### src/rtl/nca_pkg.sv
`timescale 1ns / 1ps
// Shared types, sizes and codes for the node chain reorder assembler.
// No dependencies; every other file of the block imports this package.
package nca_pkg;

   localparam int MAX_ENTRIES = 16;
   localparam int ID_BITS     = 7;
   localparam int ADDR_BITS   = $clog2(MAX_ENTRIES);
   localparam int CNT_BITS    = $clog2(MAX_ENTRIES + 1);
   localparam int CSR_ADDR_BITS = 3;

   // Marker for the master of a root entry and the slave of a closing leaf.
   localparam logic signed [ID_BITS:0] ID_NONE = '1;

   // Value of the top register-port address bit that selects the root identifier register.
   localparam logic CSR_IDX_ROOT = 1'b0;

   typedef enum logic [1:0] {
      OP_REPORT = 2'd0,
      OP_INIT   = 2'd1,
      OP_READ   = 2'd2
   } opcode_type;

   typedef enum logic [2:0] {
      STAT_CHAINED    = 3'd0,
      STAT_BUFFERED   = 3'd1,
      STAT_INVALID    = 3'd2,
      STAT_FULL       = 3'd3,
      STAT_READ_OK    = 3'd4,
      STAT_READ_RANGE = 3'd5
   } status_type;

   typedef enum logic [2:0] {
      S_IDLE,
      S_ROOT_WR,
      S_SCAN_RD,
      S_SCAN_CMP,
      S_SHIFT_RD,
      S_SHIFT_WR,
      S_FINISH
   } seq_state_type;

   typedef struct packed {
      logic [1:0]        opcode;
      logic signed [7:0] master_id;
      logic signed [7:0] node_id;
      logic signed [7:0] slave_id;
      logic [3:0]        read_index;
   } req_type;

   typedef struct packed {
      logic [2:0]            status;
      logic [CNT_BITS-1:0]   chain_length;
      logic [CNT_BITS-1:0]   buffered_count;
      logic                  leaf_present;
      logic signed [ID_BITS:0] entry_master;
      logic [ID_BITS-1:0]    entry_node;
      logic signed [ID_BITS:0] entry_slave;
   } rsp_type;

   // One entry of the ordered chain.
   typedef struct packed {
      logic signed [ID_BITS:0] m;
      logic [ID_BITS-1:0]      n;
      logic signed [ID_BITS:0] s;
   } chain_ent_type;

   // One parked report; all of its fields are known to be non-negative.
   typedef struct packed {
      logic [ID_BITS-1:0] m;
      logic [ID_BITS-1:0] n;
      logic [ID_BITS-1:0] s;
   } pend_ent_type;

   typedef struct packed {
      logic                 en;
      logic [ADDR_BITS-1:0] addr;
      chain_ent_type        data;
   } chain_wr_type;

   typedef struct packed {
      logic                 en;
      logic [ADDR_BITS-1:0] addr;
      pend_ent_type         data;
   } pend_wr_type;

   typedef struct packed {
      logic                 en;
      logic [ADDR_BITS-1:0] addr;
   } mem_rd_type;

endpackage

### src/rtl/nca_chain_ram.sv
`timescale 1ns / 1ps
// Storage for the real (non-leaf) entries of the ordered chain.
// One write port, one read port with registered data. Depends on nca_pkg.
module nca_chain_ram (
   input  logic                   clock,
   input  nca_pkg::chain_wr_type  wr,
   input  nca_pkg::mem_rd_type    rd,
   output nca_pkg::chain_ent_type rd_data
);
   import nca_pkg::*;

   chain_ent_type mem_ff [MAX_ENTRIES];
   chain_ent_type rd_data_ff;

   always_ff @(posedge clock) begin
      if (wr.en) begin
         mem_ff[wr.addr] <= wr.data;
      end
   end

   // Read data holds until the next read so it can wait for the output side.
   always_ff @(posedge clock) begin
      if (rd.en) begin
         rd_data_ff <= mem_ff[rd.addr];
      end
   end

   assign rd_data = rd_data_ff;

endmodule

### src/rtl/nca_pend_ram.sv
`timescale 1ns / 1ps
// Side buffer for reports that do not yet link to the chain.
// One write port, one read port with registered data. Depends on nca_pkg.
module nca_pend_ram (
   input  logic                  clock,
   input  nca_pkg::pend_wr_type  wr,
   input  nca_pkg::mem_rd_type   rd,
   output nca_pkg::pend_ent_type rd_data
);
   import nca_pkg::*;

   pend_ent_type mem_ff [MAX_ENTRIES];
   pend_ent_type rd_data_ff;

   always_ff @(posedge clock) begin
      if (wr.en) begin
         mem_ff[wr.addr] <= wr.data;
      end
   end

   always_ff @(posedge clock) begin
      if (rd.en) begin
         rd_data_ff <= mem_ff[rd.addr];
      end
   end

   assign rd_data = rd_data_ff;

endmodule

### src/rtl/nca_seq.sv
`timescale 1ns / 1ps
// Sequencer of the assembler: decodes a beat, appends, rescans and compacts
// the side buffer through the two RAMs, and holds the result beat. Depends on nca_pkg.
module nca_seq (
   input  logic                     clock,
   input  logic                     reset,
   input  logic                     req_valid,
   output logic                     req_stall,
   input  nca_pkg::req_type         req_data,
   output logic                     rsp_valid,
   input  logic                     rsp_stall,
   output nca_pkg::rsp_type         rsp_data,
   input  logic [nca_pkg::ID_BITS-1:0] root_id,
   output nca_pkg::chain_wr_type    chain_wr,
   output nca_pkg::mem_rd_type      chain_rd,
   input  nca_pkg::chain_ent_type   chain_rd_data,
   output nca_pkg::pend_wr_type     pend_wr,
   output nca_pkg::mem_rd_type      pend_rd,
   input  nca_pkg::pend_ent_type    pend_rd_data
);
   import nca_pkg::*;

   seq_state_type       state_ff, state_in;
   logic [CNT_BITS-1:0] base_ff, base_in;        // real entries in the chain
   logic                leaf_ff, leaf_in;        // a closing leaf follows them
   chain_ent_type       real_ff, real_in;        // last real entry
   logic [CNT_BITS-1:0] pend_cnt_ff, pend_cnt_in;
   logic [CNT_BITS-1:0] idx_ff, idx_in;
   logic [2:0]          status_ff, status_in;
   logic                show_leaf_ff, show_leaf_in;
   pend_ent_type        hold_ff, hold_in;
   logic                rsp_valid_ff, rsp_valid_in;
   rsp_type             rsp_data_ff, rsp_data_in;

   logic [CNT_BITS-1:0] count;
   logic                neg_field;
   logic                links_hit;
   logic                room1;
   logic                room2;
   logic                pend_full;
   logic                read_ok;
   logic                scan_hit;
   logic                out_free;
   logic                scan_done;
   logic                shift_done;
   pend_ent_type        req_ent;
   chain_ent_type       leaf_ent;
   chain_ent_type       show;
   logic [CNT_BITS-1:0] idx_next;

   assign count      = base_ff + CNT_BITS'(leaf_ff);
   assign neg_field  = req_data.master_id[7] | req_data.node_id[7] | req_data.slave_id[7];
   // The leaf's slave is negative, so a link always goes to the last real entry.
   assign links_hit  = (base_ff != '0) && (real_ff.s == req_data.node_id);
   assign room1      = base_ff < CNT_BITS'(MAX_ENTRIES);
   assign room2      = base_ff < CNT_BITS'(MAX_ENTRIES - 1);
   assign pend_full  = pend_cnt_ff == CNT_BITS'(MAX_ENTRIES);
   assign read_ok    = 32'(req_data.read_index) < 32'(count);
   assign scan_hit   = {1'b0, pend_rd_data.n} == real_ff.s;
   assign out_free   = !rsp_valid_ff || !rsp_stall;
   assign scan_done  = idx_ff >= pend_cnt_ff;
   assign idx_next   = idx_ff + CNT_BITS'(1);
   assign shift_done = idx_next >= pend_cnt_ff;
   assign req_ent    = '{m: req_data.master_id[ID_BITS-1:0],
                         n: req_data.node_id[ID_BITS-1:0],
                         s: req_data.slave_id[ID_BITS-1:0]};
   assign leaf_ent   = '{m: {1'b0, real_ff.n}, n: real_ff.s[ID_BITS-1:0], s: ID_NONE};

   always_comb begin
      if (status_ff == STAT_READ_OK) begin
         show = show_leaf_ff ? leaf_ent : chain_rd_data;
      end else if (count != '0) begin
         show = leaf_ff ? leaf_ent : real_ff;
      end else begin
         show = '0;
      end
   end

   // Next state.
   always_comb begin
      state_in = state_ff;
      case (state_ff)
         S_IDLE: begin
            if (req_valid) begin
               state_in = S_FINISH;
               case (req_data.opcode)
                  OP_REPORT: begin
                     if (!neg_field) begin
                        if (req_data.master_id == '0) begin
                           if (room2) state_in = S_ROOT_WR;
                        end else if (links_hit) begin
                           if (room1) state_in = S_SCAN_RD;
                        end
                     end
                  end
                  OP_INIT: begin
                     if (!req_data.node_id[7] && !req_data.slave_id[7]) state_in = S_SCAN_RD;
                  end
                  default: state_in = S_FINISH;
               endcase
            end
         end
         S_ROOT_WR:  state_in = S_SCAN_RD;
         S_SCAN_RD:  state_in = scan_done ? S_FINISH : S_SCAN_CMP;
         S_SCAN_CMP: begin
            if (scan_hit) begin
               state_in = room1 ? S_SHIFT_RD : S_FINISH;
            end else begin
               state_in = S_SCAN_RD;
            end
         end
         S_SHIFT_RD: state_in = scan_done ? S_SCAN_RD : S_SHIFT_WR;
         S_SHIFT_WR: state_in = S_SHIFT_RD;
         S_FINISH:   state_in = out_free ? S_IDLE : S_FINISH;
         default:    state_in = S_IDLE;
      endcase
   end

   // Datapath, memory requests and result beat.
   always_comb begin
      base_in      = base_ff;
      leaf_in      = leaf_ff;
      real_in      = real_ff;
      pend_cnt_in  = pend_cnt_ff;
      idx_in       = idx_ff;
      status_in    = status_ff;
      show_leaf_in = show_leaf_ff;
      hold_in      = hold_ff;
      rsp_valid_in = rsp_valid_ff && rsp_stall;
      rsp_data_in  = rsp_data_ff;
      chain_wr     = '0;
      chain_rd     = '0;
      pend_wr      = '0;
      pend_rd      = '0;
      req_stall    = state_ff != S_IDLE;

      case (state_ff)
         S_IDLE: begin
            if (req_valid) begin
               status_in = STAT_INVALID;
               idx_in    = '0;
               case (req_data.opcode)
                  OP_REPORT: begin
                     if (!neg_field) begin
                        if (req_data.master_id == '0) begin
                           if (room2) begin
                              // Root entry first; the report follows next cycle.
                              chain_wr.en   = 1'b1;
                              chain_wr.addr = base_ff[ADDR_BITS-1:0];
                              chain_wr.data = '{m: ID_NONE, n: root_id, s: req_data.node_id};
                              real_in       = chain_wr.data;
                              base_in       = base_ff + CNT_BITS'(1);
                              leaf_in       = 1'b0;
                              hold_in       = req_ent;
                              status_in     = STAT_CHAINED;
                           end else begin
                              status_in = STAT_FULL;
                           end
                        end else if (links_hit) begin
                           if (room1) begin
                              chain_wr.en   = 1'b1;
                              chain_wr.addr = base_ff[ADDR_BITS-1:0];
                              chain_wr.data = '{m: req_data.master_id,
                                                n: req_data.node_id[ID_BITS-1:0],
                                                s: req_data.slave_id};
                              real_in       = chain_wr.data;
                              base_in       = base_ff + CNT_BITS'(1);
                              leaf_in       = 1'b0;
                              status_in     = STAT_CHAINED;
                           end else begin
                              status_in = STAT_FULL;
                           end
                        end else if (!pend_full) begin
                           pend_wr.en   = 1'b1;
                           pend_wr.addr = pend_cnt_ff[ADDR_BITS-1:0];
                           pend_wr.data = req_ent;
                           pend_cnt_in  = pend_cnt_ff + CNT_BITS'(1);
                           status_in    = STAT_BUFFERED;
                        end else begin
                           status_in = STAT_FULL;
                        end
                     end
                  end
                  OP_INIT: begin
                     if (!req_data.node_id[7] && !req_data.slave_id[7]) begin
                        chain_wr.en   = 1'b1;
                        chain_wr.addr = '0;
                        chain_wr.data = '{m: ID_NONE, n: req_data.node_id[ID_BITS-1:0],
                                          s: req_data.slave_id};
                        real_in       = chain_wr.data;
                        base_in       = CNT_BITS'(1);
                        leaf_in       = 1'b0;
                        status_in     = STAT_CHAINED;
                     end
                  end
                  OP_READ: begin
                     if (read_ok) begin
                        chain_rd.en   = 1'b1;
                        chain_rd.addr = ADDR_BITS'(req_data.read_index);
                        show_leaf_in  = leaf_ff &&
                                        (32'(req_data.read_index) == 32'(base_ff));
                        status_in     = STAT_READ_OK;
                     end else begin
                        status_in = STAT_READ_RANGE;
                     end
                  end
                  default: status_in = STAT_INVALID;
               endcase
            end
         end
         S_ROOT_WR: begin
            chain_wr.en   = 1'b1;
            chain_wr.addr = base_ff[ADDR_BITS-1:0];
            chain_wr.data = '{m: {1'b0, hold_ff.m}, n: hold_ff.n, s: {1'b0, hold_ff.s}};
            real_in       = chain_wr.data;
            base_in       = base_ff + CNT_BITS'(1);
         end
         S_SCAN_RD: begin
            if (scan_done) begin
               // Nothing more links: close the chain if the buffer is empty and room is left.
               if (pend_cnt_ff == '0 && room1) leaf_in = 1'b1;
            end else begin
               pend_rd.en   = 1'b1;
               pend_rd.addr = idx_ff[ADDR_BITS-1:0];
            end
         end
         S_SCAN_CMP: begin
            if (scan_hit) begin
               if (room1) begin
                  chain_wr.en   = 1'b1;
                  chain_wr.addr = base_ff[ADDR_BITS-1:0];
                  chain_wr.data = '{m: {1'b0, pend_rd_data.m}, n: pend_rd_data.n,
                                    s: {1'b0, pend_rd_data.s}};
                  real_in       = chain_wr.data;
                  base_in       = base_ff + CNT_BITS'(1);
                  pend_cnt_in   = pend_cnt_ff - CNT_BITS'(1);
               end
            end else begin
               idx_in = idx_next;
            end
         end
         S_SHIFT_RD: begin
            // pend_cnt_ff no longer counts the removed entry, so entries up to index
            // pend_cnt_ff move down by one place.
            if (scan_done) begin
               idx_in = '0;
            end else begin
               pend_rd.en   = 1'b1;
               pend_rd.addr = idx_next[ADDR_BITS-1:0];
            end
         end
         S_SHIFT_WR: begin
            pend_wr.en   = 1'b1;
            pend_wr.addr = idx_ff[ADDR_BITS-1:0];
            pend_wr.data = pend_rd_data;
            idx_in       = idx_next;
         end
         S_FINISH: begin
            if (out_free) begin
               rsp_valid_in                = 1'b1;
               rsp_data_in.status          = status_ff;
               rsp_data_in.chain_length    = count;
               rsp_data_in.buffered_count  = pend_cnt_ff;
               rsp_data_in.leaf_present    = leaf_ff;
               rsp_data_in.entry_master    = show.m;
               rsp_data_in.entry_node      = show.n;
               rsp_data_in.entry_slave     = show.s;
            end
         end
         default: begin
            req_stall = 1'b1;
         end
      endcase
   end

   always_ff @(posedge clock) begin
      if (reset) begin
         state_ff     <= S_IDLE;
         base_ff      <= '0;
         leaf_ff      <= 1'b0;
         pend_cnt_ff  <= '0;
         idx_ff       <= '0;
         rsp_valid_ff <= 1'b0;
      end else begin
         state_ff     <= state_in;
         base_ff      <= base_in;
         leaf_ff      <= leaf_in;
         pend_cnt_ff  <= pend_cnt_in;
         idx_ff       <= idx_in;
         rsp_valid_ff <= rsp_valid_in;
      end
   end

   always_ff @(posedge clock) begin
      real_ff      <= real_in;
      status_ff    <= status_in;
      show_leaf_ff <= show_leaf_in;
      hold_ff      <= hold_in;
      rsp_data_ff  <= rsp_data_in;
   end

   assign rsp_valid = rsp_valid_ff;
   assign rsp_data  = rsp_data_ff;

   a_chain_bound: assert property (@(posedge clock) disable iff (reset)
      32'(base_ff) + 32'(leaf_ff) <= MAX_ENTRIES)
      else $error("chain holds more entries than the store");

   a_leaf_needs_entry: assert property (@(posedge clock) disable iff (reset)
      leaf_ff |-> base_ff != '0)
      else $error("closing leaf without a real entry before it");

   a_pend_bound: assert property (@(posedge clock) disable iff (reset)
      32'(pend_cnt_ff) <= MAX_ENTRIES)
      else $error("side buffer count beyond its depth");

   a_leaf_only_empty_buffer: assert property (@(posedge clock) disable iff (reset)
      $rose(leaf_ff) |-> pend_cnt_ff == '0)
      else $error("leaf added while reports are still buffered");

   a_result_on_finish: assert property (@(posedge clock) disable iff (reset)
      (state_ff == S_FINISH && out_free) |=> rsp_valid_ff && state_ff == S_IDLE)
      else $error("finished beat not moved to the output register");

endmodule

### src/rtl/node_chain_reorder_assembler.sv
`timescale 1ns / 1ps
// Top level of the node chain reorder assembler: register port, sequencer
// and the chain and side-buffer RAMs. Depends on nca_pkg and all nca_ modules.
//
// One beat is taken at a time. A read, a rejected report, a dropped report or
// a report parked in the side buffer goes through decode and then result.
// A report or init that extends the chain then rescans the side buffer, which
// lives in a single-port-read RAM: each buffered entry examined is read and
// then compared, each successful link writes the entry to the chain and moves
// the later entries down one place to close the gap, and every pass restarts
// from the first entry. A report from the root's direct slave first writes the
// root entry. No clearing pass is needed after reset. The result beat sits in
// an output register, and a new beat is accepted while it waits to be taken.
module node_chain_reorder_assembler (
   input  logic                                clock,
   input  logic                                reset,
   input  logic                                req_valid,
   output logic                                req_stall,
   input  nca_pkg::req_type                    req_data,
   output logic                                rsp_valid,
   input  logic                                rsp_stall,
   output nca_pkg::rsp_type                    rsp_data,
   input  logic                                csr_psel,
   input  logic                                csr_penable,
   input  logic                                csr_pwrite,
   input  logic [nca_pkg::CSR_ADDR_BITS-1:0]   csr_paddr,
   input  logic [31:0]                         csr_pwdata,
   output logic [31:0]                         csr_prdata,
   output logic                                csr_pready
);
   import nca_pkg::*;

   logic [ID_BITS-1:0] root_ff, root_in;
   logic               csr_wr;
   logic               csr_hit;

   chain_wr_type  chain_wr;
   mem_rd_type    chain_rd;
   chain_ent_type chain_rd_data;
   pend_wr_type   pend_wr;
   mem_rd_type    pend_rd;
   pend_ent_type  pend_rd_data;

   assign csr_pready = 1'b1;
   assign csr_hit    = csr_paddr[CSR_ADDR_BITS-1] == CSR_IDX_ROOT;
   assign csr_wr     = csr_psel && csr_penable && csr_pwrite && csr_pready;
   assign root_in    = (csr_wr && csr_hit) ? csr_pwdata[ID_BITS-1:0] : root_ff;
   assign csr_prdata = csr_hit ? 32'(root_ff) : '0;

   always_ff @(posedge clock) begin
      if (reset) begin
         root_ff <= '0;
      end else begin
         root_ff <= root_in;
      end
   end

   nca_seq u_seq (
      .clock         (clock),
      .reset         (reset),
      .req_valid     (req_valid),
      .req_stall     (req_stall),
      .req_data      (req_data),
      .rsp_valid     (rsp_valid),
      .rsp_stall     (rsp_stall),
      .rsp_data      (rsp_data),
      .root_id       (root_ff),
      .chain_wr      (chain_wr),
      .chain_rd      (chain_rd),
      .chain_rd_data (chain_rd_data),
      .pend_wr       (pend_wr),
      .pend_rd       (pend_rd),
      .pend_rd_data  (pend_rd_data)
   );

   nca_chain_ram u_chain_ram (
      .clock   (clock),
      .wr      (chain_wr),
      .rd      (chain_rd),
      .rd_data (chain_rd_data)
   );

   nca_pend_ram u_pend_ram (
      .clock   (clock),
      .wr      (pend_wr),
      .rd      (pend_rd),
      .rd_data (pend_rd_data)
   );

endmodule
### config.mk
export PLATFORM = sky130hd
export DESIGN_NAME = node_chain_reorder_assembler
export DESIGN_NICKNAME = d
export VERILOG_FILES = /design/src/rtl/nca_pkg.sv /design/src/rtl/nca_chain_ram.sv /design/src/rtl/nca_pend_ram.sv /design/src/rtl/nca_seq.sv /design/src/rtl/node_chain_reorder_assembler.sv
export SDC_FILE = /design/constraint.sdc
export NUM_CORES = 1
export LEC_CHECK = 0
export BUFFER_PORTS_ARGS = -buffer_cell sky130_fd_sc_hd__buf_2
export CAP_MARGIN = 20
export CORE_UTILIZATION = 67
export DETAILED_ROUTE_END_ITERATION = 8
export PLACE_DENSITY = 0.85
export SYNTH_ARGS = -nofsm -noshare
export SYNTH_HDL_FRONTEND = slang
export SYNTH_SLANG_ARGS = --single-unit
### constraint.sdc
create_clock -name clock -period 9.09 [get_ports clock]
set_input_delay 1.3635 -clock clock [delete_from_list [all_inputs] [get_ports clock]]
set_output_delay 1.3635 -clock clock [all_outputs]
set_load 0.005 [all_outputs]
==> results of run 1 <==
==> metal layers <==
metal | vias to the layer above | part of all wire [%] | global-route usage, %
met3 | 453 | 14 | 8.464
li1 | 10979 | - | -
met2 | 2385 | 46 | 56.40
met5 | - | 0.017 | 0
met4 | 2 | 5.8 | 21.81
met1 | 12585 | 33 | 46.98
==> worst reg2reg max path, stage by stage (launching register included) <==
cell      delay (ps)
dfxtp_1          480
inv_1            110
ha_1             310
nor2_1            70
o211ai_4         810
buf_4            650
a21o_4           830
buf_4            890
mux2i_1          350
a221oi_1         110
or4_1            660
==> registers in the layout, summed over array words and instances, names as in the netlist, 3 cells and up <==
| register | count |
|---|---|
| u_pend_ram.mem_ff | 336 |
| root_ff | 7 |
| u_seq.pend_cnt_ff | 5 |
| u_chain_ram.mem_ff | 368 |
| u_seq.hold_ff | 21 |
| u_seq.leaf_ent | 14 |
| u_seq.base_ff | 5 |
| u_pend_ram.rd_data | 21 |
| u_seq.status_ff | 3 |
| u_chain_ram.rd_data | 23 |
| u_seq.state_ff | 3 |
| u_seq.idx_ff | 5 |
| u_seq.rsp_data | 37 |
| u_seq.real_ff | 9 |
==> power groups by stage <==
stage	logic (uW)	registers (uW)	clock network [uW]
final	318	4330	3290
after global routing	332	4320	3440
after CTS	300	4330	3300
after detailed placement	296	4410	0
after global placement	288	4410	0
after floorplan	197	4410	0
==> synth_stat cells, types with 10 or more instances <==
master | number | area [sq um]
nand3_1 | 48 | 240.2
nor3_1 | 22 | 110.1
o21ai_0 | 74 | 370.4
buf_2 | 36 | 180.2
dfxtp_1 | 27 | 540.5
a221o_1 | 23 | 230.2
and3_1 | 27 | 168.9
a32oi_1 | 28 | 245.2
a221oi_1 | 27 | 236.5
ha_1 | 18 | 225.2
clkbuf_1 | 126 | 473.0
buf_4 | 40 | 300.3
a222oi_1 | 14 | 140.1
a31oi_1 | 18 | 112.6
nand2b_1 | 11 | 68.82
a21oi_1 | 274 | 1371
xor2_1 | 11 | 96.34
a211oi_1 | 190 | 1426
nand2_1 | 184 | 690.7
nor2_1 | 142 | 533.0
inv_1 | 127 | 476.7
buf_6 | 10 | 112.6
xnor2_1 | 17 | 148.9
mux2i_1 | 102 | 1021
a21o_1 | 26 | 195.2
nor2b_1 | 29 | 181.4
o2bb2ai_1 | 23 | 201.4
o32ai_1 | 25 | 219.0
a22o_1 | 23 | 201.4
edfxtp_1 | 833 | 25010
or4_1 | 27 | 202.7
o211ai_1 | 51 | 382.9
mux2_2 | 59 | 664.4
nor4_1 | 13 | 81.33
buf_1 | 19 | 71.32
==> worst max-delay path by stage <==
| stage | depth (start not counted) | slack [ps] | endpoint | from |
|---|---|---|---|---|
| 3_5_place_dp | 10 | 3800 | u_pend_ram.rd_data[14]$_DFFE_PP_ | u_seq.pend_cnt_ff[3]$_SDFFE_PP0P_ |
| 5_1_grt | 9 | 3360 | u_pend_ram.rd_data[14]$_DFFE_PP_ | u_seq.idx_ff[3]$_SDFFE_PP0P_ |
| 3_3_place_gp | 10 | 3850 | u_pend_ram.rd_data[14]$_DFFE_PP_ | u_seq.pend_cnt_ff[3]$_SDFFE_PP0P_ |
| 2_1_floorplan | 5 | 3250 | u_chain_ram.mem_ff[0][0]$_DFFE_PP_ | req_data[25] |
| 6_report | 10 | 3550 | u_pend_ram.rd_data[14]$_DFFE_PP_ | u_seq.pend_cnt_ff[3]$_SDFFE_PP0P_ |
| 4_1_cts | 10 | 3760 | u_pend_ram.rd_data[14]$_DFFE_PP_ | u_seq.pend_cnt_ff[4]$_SDFFE_PP0P_ |
==> placed cells by master, fill, tap and decap left out, drive strengths merged, types with 29 or more instances in the layout <==
master,n
nand3,48
edfxtp,833
mux2,59
clkbuf,100
nor2,143
o211ai,54
mux2i,102
buf,173
o21ai,76
nor2b,29
conb,42
clkinv,46
a211oi,190
inv,132
a21oi,275
nand2,186
==> final cells by class <==
cell class	count	share of cell area, %
antenna	2	0.01203
clock buffer	100	5.198
clock inverter	56	1.032
inverter	129	1.164
multi-input combinational	1630	26.16
sequential	860	61.44
tap	748	2.250
timing repair buffer	173	2.746
==> cell families after synthesis <==
group / after synthesis / synth area share [%]
flip-flops: 860 / 67.86
AO/OA/AOI/OAI: 840 / 15.24
multiplexers: 161 / 4.475
AND/OR/NAND/NOR: 540 / 6.798
buffers and inverters: 360 / 4.306
XOR/XNOR: 28 / 0.6512
other: 2 / 0.01994
adder cells (fa/ha/maj): 19 / 0.6512
==> per-stage QoR <==
step                      std cells  utilization, %
final                          3698           75.20
after global routing           3697           75.20
after CTS                      3691           75.03
after detailed placement       3535           70.35
after global placement         3533           70.30
after floorplan                2850               -
==> flow_metrics.py, run 1 <==
metrics = {
    "outcome": {
        "outcome": "finished, final reports clean",
    },
    "sta": {
        "rsz0062_at_grt": "no",
        "layout_min_cycle_time_ps": 5541,
        "relSlewSlack_pct": 21.42,
        "fin_tns_setup_ps": 0,
        "fin_ws_ps": 3549,
        "hold_viol": 0,
        "worst_pin_slew_ps": 1179,
        "slew_viol_final": 0,
        "worst_hold_slack_ps": 452.1,
        "finalCritPeriodShare_pct": 60.95,
        "fin_skew_ps": 44.81,
        "fmaxAchievable_mhz": 180.5,
        "setup-violations-final": 0,
    },
    "finish": {
        "fillCellCount": 3177,
        "final_area_sq_mm": 0.04159,
        "syn2layout_area_growth_pct": 10.45,
        "nets": 2969,
        "multi_input_area_sq_mm": 0.01088,
        "drive_above_1_share_pct": 14.42,
        "regArea_sq_mm": 0.02556,
    },
    "pwr": {
        "leakage_uw": 0.01446,
        "p_clk_share_pct": 41.5,
        "switchingPower_uw": 1727,
        "swShare_pct": 21.76,
        "p_per_area_mw_per_mm2": 190.8,
        "internal_power_uw": 6210,
        "pwr-share-comb_pct": 4.0,
        "peakVddDrop_mv": 0.1830,
        "p_seq_share_pct": 54.5,
        "power_uw": 7938,
    },
    "worst_setup_path": {
        "slowest_delay_ps": 820,
        "cp.arrival_ps": 5890,
        "worstReg2RegEnd": "u_pend_ram.rd_data[14]$_DFFE_PP_",
        "path_class": "reg2reg",
        "crit_fanout": 89,
        "reg2reg_depth": 10,
        "worstPathCellList": "inv_1, ha_1, nor2_1, o211ai_4, buf_4, a21o_4, buf_4, mux2i_1, a221oi_1, or4_1",
        "cp_common_cell": "buf_4",
        "cp.required_ps": 9440,
        "endpoint_kind": "register",
        "crit_family": "compound AO/OA/AOI/OAI gates",
        "worstReg2RegStart": "u_seq.pend_cnt_ff[3]$_SDFFE_PP0P_",
        "regToRegSetupSlack_ps": 3550,
        "crit_slowest_cell": "a21o_4",
        "cp.buffers_inverters": 3,
        "worstSetupStartpointType": "register",
    },
    "synth": {
        "synthCells": 2810,
        "synth.yosys.seq_area_share_pct": 67.86,
        "syn_avg_cell_area_sq_um": 13.40,
        "syn_area_sq_mm": 0.03766,
        "ys_ff_latch": 860,
        "synth-edff-count": 833,
        "async_reset_ff_share_pct": 0,
        "synth.distinct_cells": 77,
        "ys.flop_type": "edfxtp_1",
        "ys_warn_count": 0,
    },
    "grt": {
        "grt_max_degree": 92,
        "antenna_found_initial": 4,
        "grt_pass1_vias": 25517,
        "overflow": 0,
        "grt_use_total_pct": 36.32,
        "grt_pass1_wl_mm": 152.6,
    },
    "drt": {
        "firstDrtPassIters": 8,
        "wirelength_mm": 104.7,
        "drt_iter0_drc": 4034,
        "vias": 26404,
        "ant_nets": 0,
        "drc": 0,
        "via_per_inst": 7.140,
        "routedWlPerCell_um": 28.31,
    },
    "placement": {
        "gp_congestion": 0.9528,
        "port_buffers": 90,
        "place_area_sq_mm": 0.03891,
        "dp_hpwl_mm": 58.24,
        "dp_slack_ps": 3804,
    },
    "worst_hold_path": {
        "holdCritStartpoint": "u_seq.status_ff[2]$_DFFE_PP_",
        "min_path_cells": 0,
        "hp-class": "reg2reg",
        "holdPathEnd": "u_seq.rsp_data[36]$_DFFE_PP_",
    },
    "floorplanning": {
        "die_height_um": 239.1,
        "die_w_um": 239.1,
        "std_cell_rows": 86,
        "core_area_sq_mm": 0.05531,
        "io_pins": 144,
        "initial_core_util_pct": 68.09,
        "die_area_sq_mm": 0.05716,
    },
    "clock_tree": {
        "cts_tree": "yes",
        "hold_buffers": 0,
        "clkTransAtPathRegs_ps": 60,
        "cts-root-buf": "clkbuf_16",
        "worstSkewPairLatency_ps": 650,
        "cts_resized": 0,
        "cts-htree-levels": 3,
        "cts_made_buffers": 84,
        "cts_setup_buffers": 0,
        "clock_sinks": 860,
        "clockBufferDepth": 3,
    },
    "flow_run": {
        "cap_violations": 0,
    },
}
Power figures use the tool's default switching activity.
==> run 2, diff against run 1 <==
--- a/config.mk
+++ b/config.mk
@@ -7,9 +7,9 @@
 export LEC_CHECK = 0
 export BUFFER_PORTS_ARGS = -buffer_cell sky130_fd_sc_hd__buf_2
 export CAP_MARGIN = 20
-export CORE_UTILIZATION = 67
+export CORE_UTILIZATION = 62
 export DETAILED_ROUTE_END_ITERATION = 8
-export PLACE_DENSITY = 0.85
+export PLACE_DENSITY = 0.8
 export SYNTH_ARGS = -nofsm -noshare
 export SYNTH_HDL_FRONTEND = slang
 export SYNTH_SLANG_ARGS = --single-unit
==> constraint.sdc (replaced) <==
create_clock -name clock -period 5.5 [get_ports clock]
set_input_delay 0.825 -clock clock [delete_from_list [all_inputs] [get_ports clock]]
set_output_delay 0.825 -clock clock [all_outputs]
set_load 0.005 [all_outputs]
==> run 2 against run 1 <==
  * The flow now finishes with violations (design-rule violations)
  * Largest power group unchanged
  * Count of clock-buffer cells in the layout is 10 higher
  * Design area is 0.63% higher
  * Flip-flop and latch count stayed put
  * Sequential power is 65% higher
  * Wire length is 0.91% lower
==> flow_metrics.py, run 2 (synthesis results as in run 1) <==
metrics = {
    "worst_hold_path": {
        "hp-class": "in2reg",
        "holdCritStartpoint": "req_data[6]",
        "min_path_cells": 1,
        "holdPathEnd": "u_seq.hold_ff[2]$_DFFE_PP_",
    },
    "worst_setup_path": {
        "cp_common_cell": "ha_1",
        "endpoint_kind": "register",
        "worstPathCellList": "ha_1, ha_1, xor2_1, inv_1, ha_1, nand2_1, o21a_1, o21ai_1, buf_4, o21ai_0, o32ai_1",
        "cp.required_ps": 5860,
        "cp.buffers_inverters": 2,
        "cp.arrival_ps": 4610,
        "worstReg2RegEnd": "u_chain_ram.rd_data[22]$_DFFE_PP_",
        "regToRegSetupSlack_ps": 1260,
        "reg2reg_depth": 11,
        "worstReg2RegStart": "u_seq.base_ff[0]$_SDFFE_PP0P_",
        "slowest_delay_ps": 720,
        "path_class": "reg2reg",
        "crit_fanout": 15,
        "crit_family": "compound AO/OA/AOI/OAI gates",
        "worstSetupStartpointType": "register",
        "crit_slowest_cell": "o21ai_1",
    },
    "sta": {
        "setup-violations-final": 0,
        "fin_tns_setup_ps": 0,
        "worst_pin_slew_ps": 1150,
        "finalCritPeriodShare_pct": 77.18,
        "slew_viol_final": 0,
        "relSlewSlack_pct": 23.04,
        "fmaxAchievable_mhz": 235.6,
        "worst_hold_slack_ps": 426.7,
        "layout_min_cycle_time_ps": 4245,
        "hold_viol": 0,
        "fin_skew_ps": 37.98,
        "rsz0062_at_grt": "no",
    },
    "outcome": {
        "violations": "design-rule violations",
        "outcome": "finished, violations left",
    },
    "clock_tree": {
        "cts_tree": "yes",
        "worstSkewPairLatency_ps": 650,
        "cts-root-buf": "clkbuf_16",
        "clkTransAtPathRegs_ps": 60,
        "cts_setup_buffers": 0,
        "cts_made_buffers": 85,
        "cts_resized": 0,
        "cts-htree-levels": 3,
        "hold_buffers": 0,
        "clock_sinks": 860,
        "clockBufferDepth": 3,
    },
    "pwr": {
        "internal_power_uw": 10610,
        "pwr-share-comb_pct": 3.8,
        "peakVddDrop_mv": 0.3756,
        "switchingPower_uw": 2802,
        "p_seq_share_pct": 53.4,
        "leakage_uw": 0.01458,
        "swShare_pct": 20.89,
        "p_clk_share_pct": 42.8,
        "p_per_area_mw_per_mm2": 320.5,
    },
    "floorplanning": {
        "initial_core_util_pct": 63.33,
        "die_area_sq_mm": 0.06173,
        "io_pins": 144,
        "die_w_um": 248.5,
        "core_area_sq_mm": 0.05946,
        "std_cell_rows": 89,
        "die_height_um": 248.5,
    },
    "drt": {
        "wl_met2_mm": 47.85,
        "wl_met3_mm": 13.67,
        "via_per_inst": 6.952,
        "routedWlPerCell_um": 27.82,
        "firstDrtPassIters": 9,
        "wl_met1_mm": 37.81,
        "wirelength_mm": 103.7,
        "drt_iter0_drc": 3784,
        "vias": 25923,
        "highest_layer": "met5",
        "drc": 1,
        "ant_nets": 0,
    },
    "placement": {
        "gp_congestion": 0.9313,
        "port_buffers": 90,
        "dp_hpwl_mm": 61.18,
        "place_area_sq_mm": 0.03908,
    },
    "grt": {
        "overflow": 0,
        "grt_use_total_pct": 33.14,
        "grt_max_degree": 112,
        "antenna_found_initial": 4,
        "grt_pass1_vias": 25060,
        "grt_pass1_wl_mm": 153.2,
    },
    "finish": {
        "fillCellCount": 3755,
        "syn2layout_area_growth_pct": 11.14,
        "final_cell_mix": "833 x edfxtp_1, 270 x a21oi_1, 189 x a211oi_1",
        "largest_register_ffs": 368,
        "drive_above_1_share_pct": 14.75,
        "nets": 2981,
        "final_common_cell": "edfxtp_1",
        "top_register": "u_chain_ram.mem_ff",
        "final_area_sq_mm": 0.04186,
    },
    "flow_run": {
        "cap_violations": 0,
    },
}
-- run 2: power groups by stage --
stage | registers, uW | logic (uW) | clock network, uW
floorplan | 7280 | 326 | 0
CTS | 7160 | 494 | 5760
global route | 7160 | 540 | 6020
global placement | 7290 | 478 | 0
finish | 7160 | 513 | 5750
detailed placement | 7300 | 490 | 0
-- run 2: per-layer routing --
layer | global-route usage [%] | up-vias
met4 | 14.45 | 6
met2 | 51.47 | 1984
met3 | 7.191 | 326
li1 | - | 11005
met5 | 0 | -
met1 | 45.47 | 12602
-- run 2: area by class of cell --
type                            instances  area, sq um  share of cell area (%)
Tap cell                              773        967.2                   2.311
Clock inverter                         42        447.9                   1.070
Sequential cell                       860        25560                   61.06
Timing Repair Buffer                  184         1217                   2.909
Clock buffer                          110         2293                   5.479
Multi-Input combinational cell       1630        10890                   26.01
Inverter                              129        484.2                   1.157
Antenna cell                            1        2.502                0.005979
-- run 2: worst max-delay path by stage --
| stage | cells past startpoint | startpoint | end |
|---|---|---|---|
| final | 11 | u_seq.base_ff[0]$_SDFFE_PP0P_ | u_chain_ram.rd_data[22]$_DFFE_PP_ |
| after global routing | 11 | u_seq.base_ff[0]$_SDFFE_PP0P_ | u_chain_ram.rd_data[10]$_DFFE_PP_ |
| after CTS | 11 | u_seq.base_ff[0]$_SDFFE_PP0P_ | u_chain_ram.rd_data[3]$_DFFE_PP_ |
| after detailed placement | 8 | req_data[21] | u_chain_ram.mem_ff[2][2]$_DFFE_PP_ |
| after global placement | 8 | req_data[21] | u_chain_ram.mem_ff[0][20]$_DFFE_PP_ |
| after floorplan | 5 | req_data[25] | u_chain_ram.mem_ff[0][0]$_DFFE_PP_ |
-- run 2: through the flow --
stage               total power [uW]  std cells  util, %  setup slack, ps
floorplan                       7610       2850        -            195.1
finish                         13420       3729    70.39             1255
detailed placement              7785       3574    65.72             1435
global route                   13710       3729    70.39             1182
CTS                            13410       3726    70.33             1413
global placement                7772       3574    65.72             1293
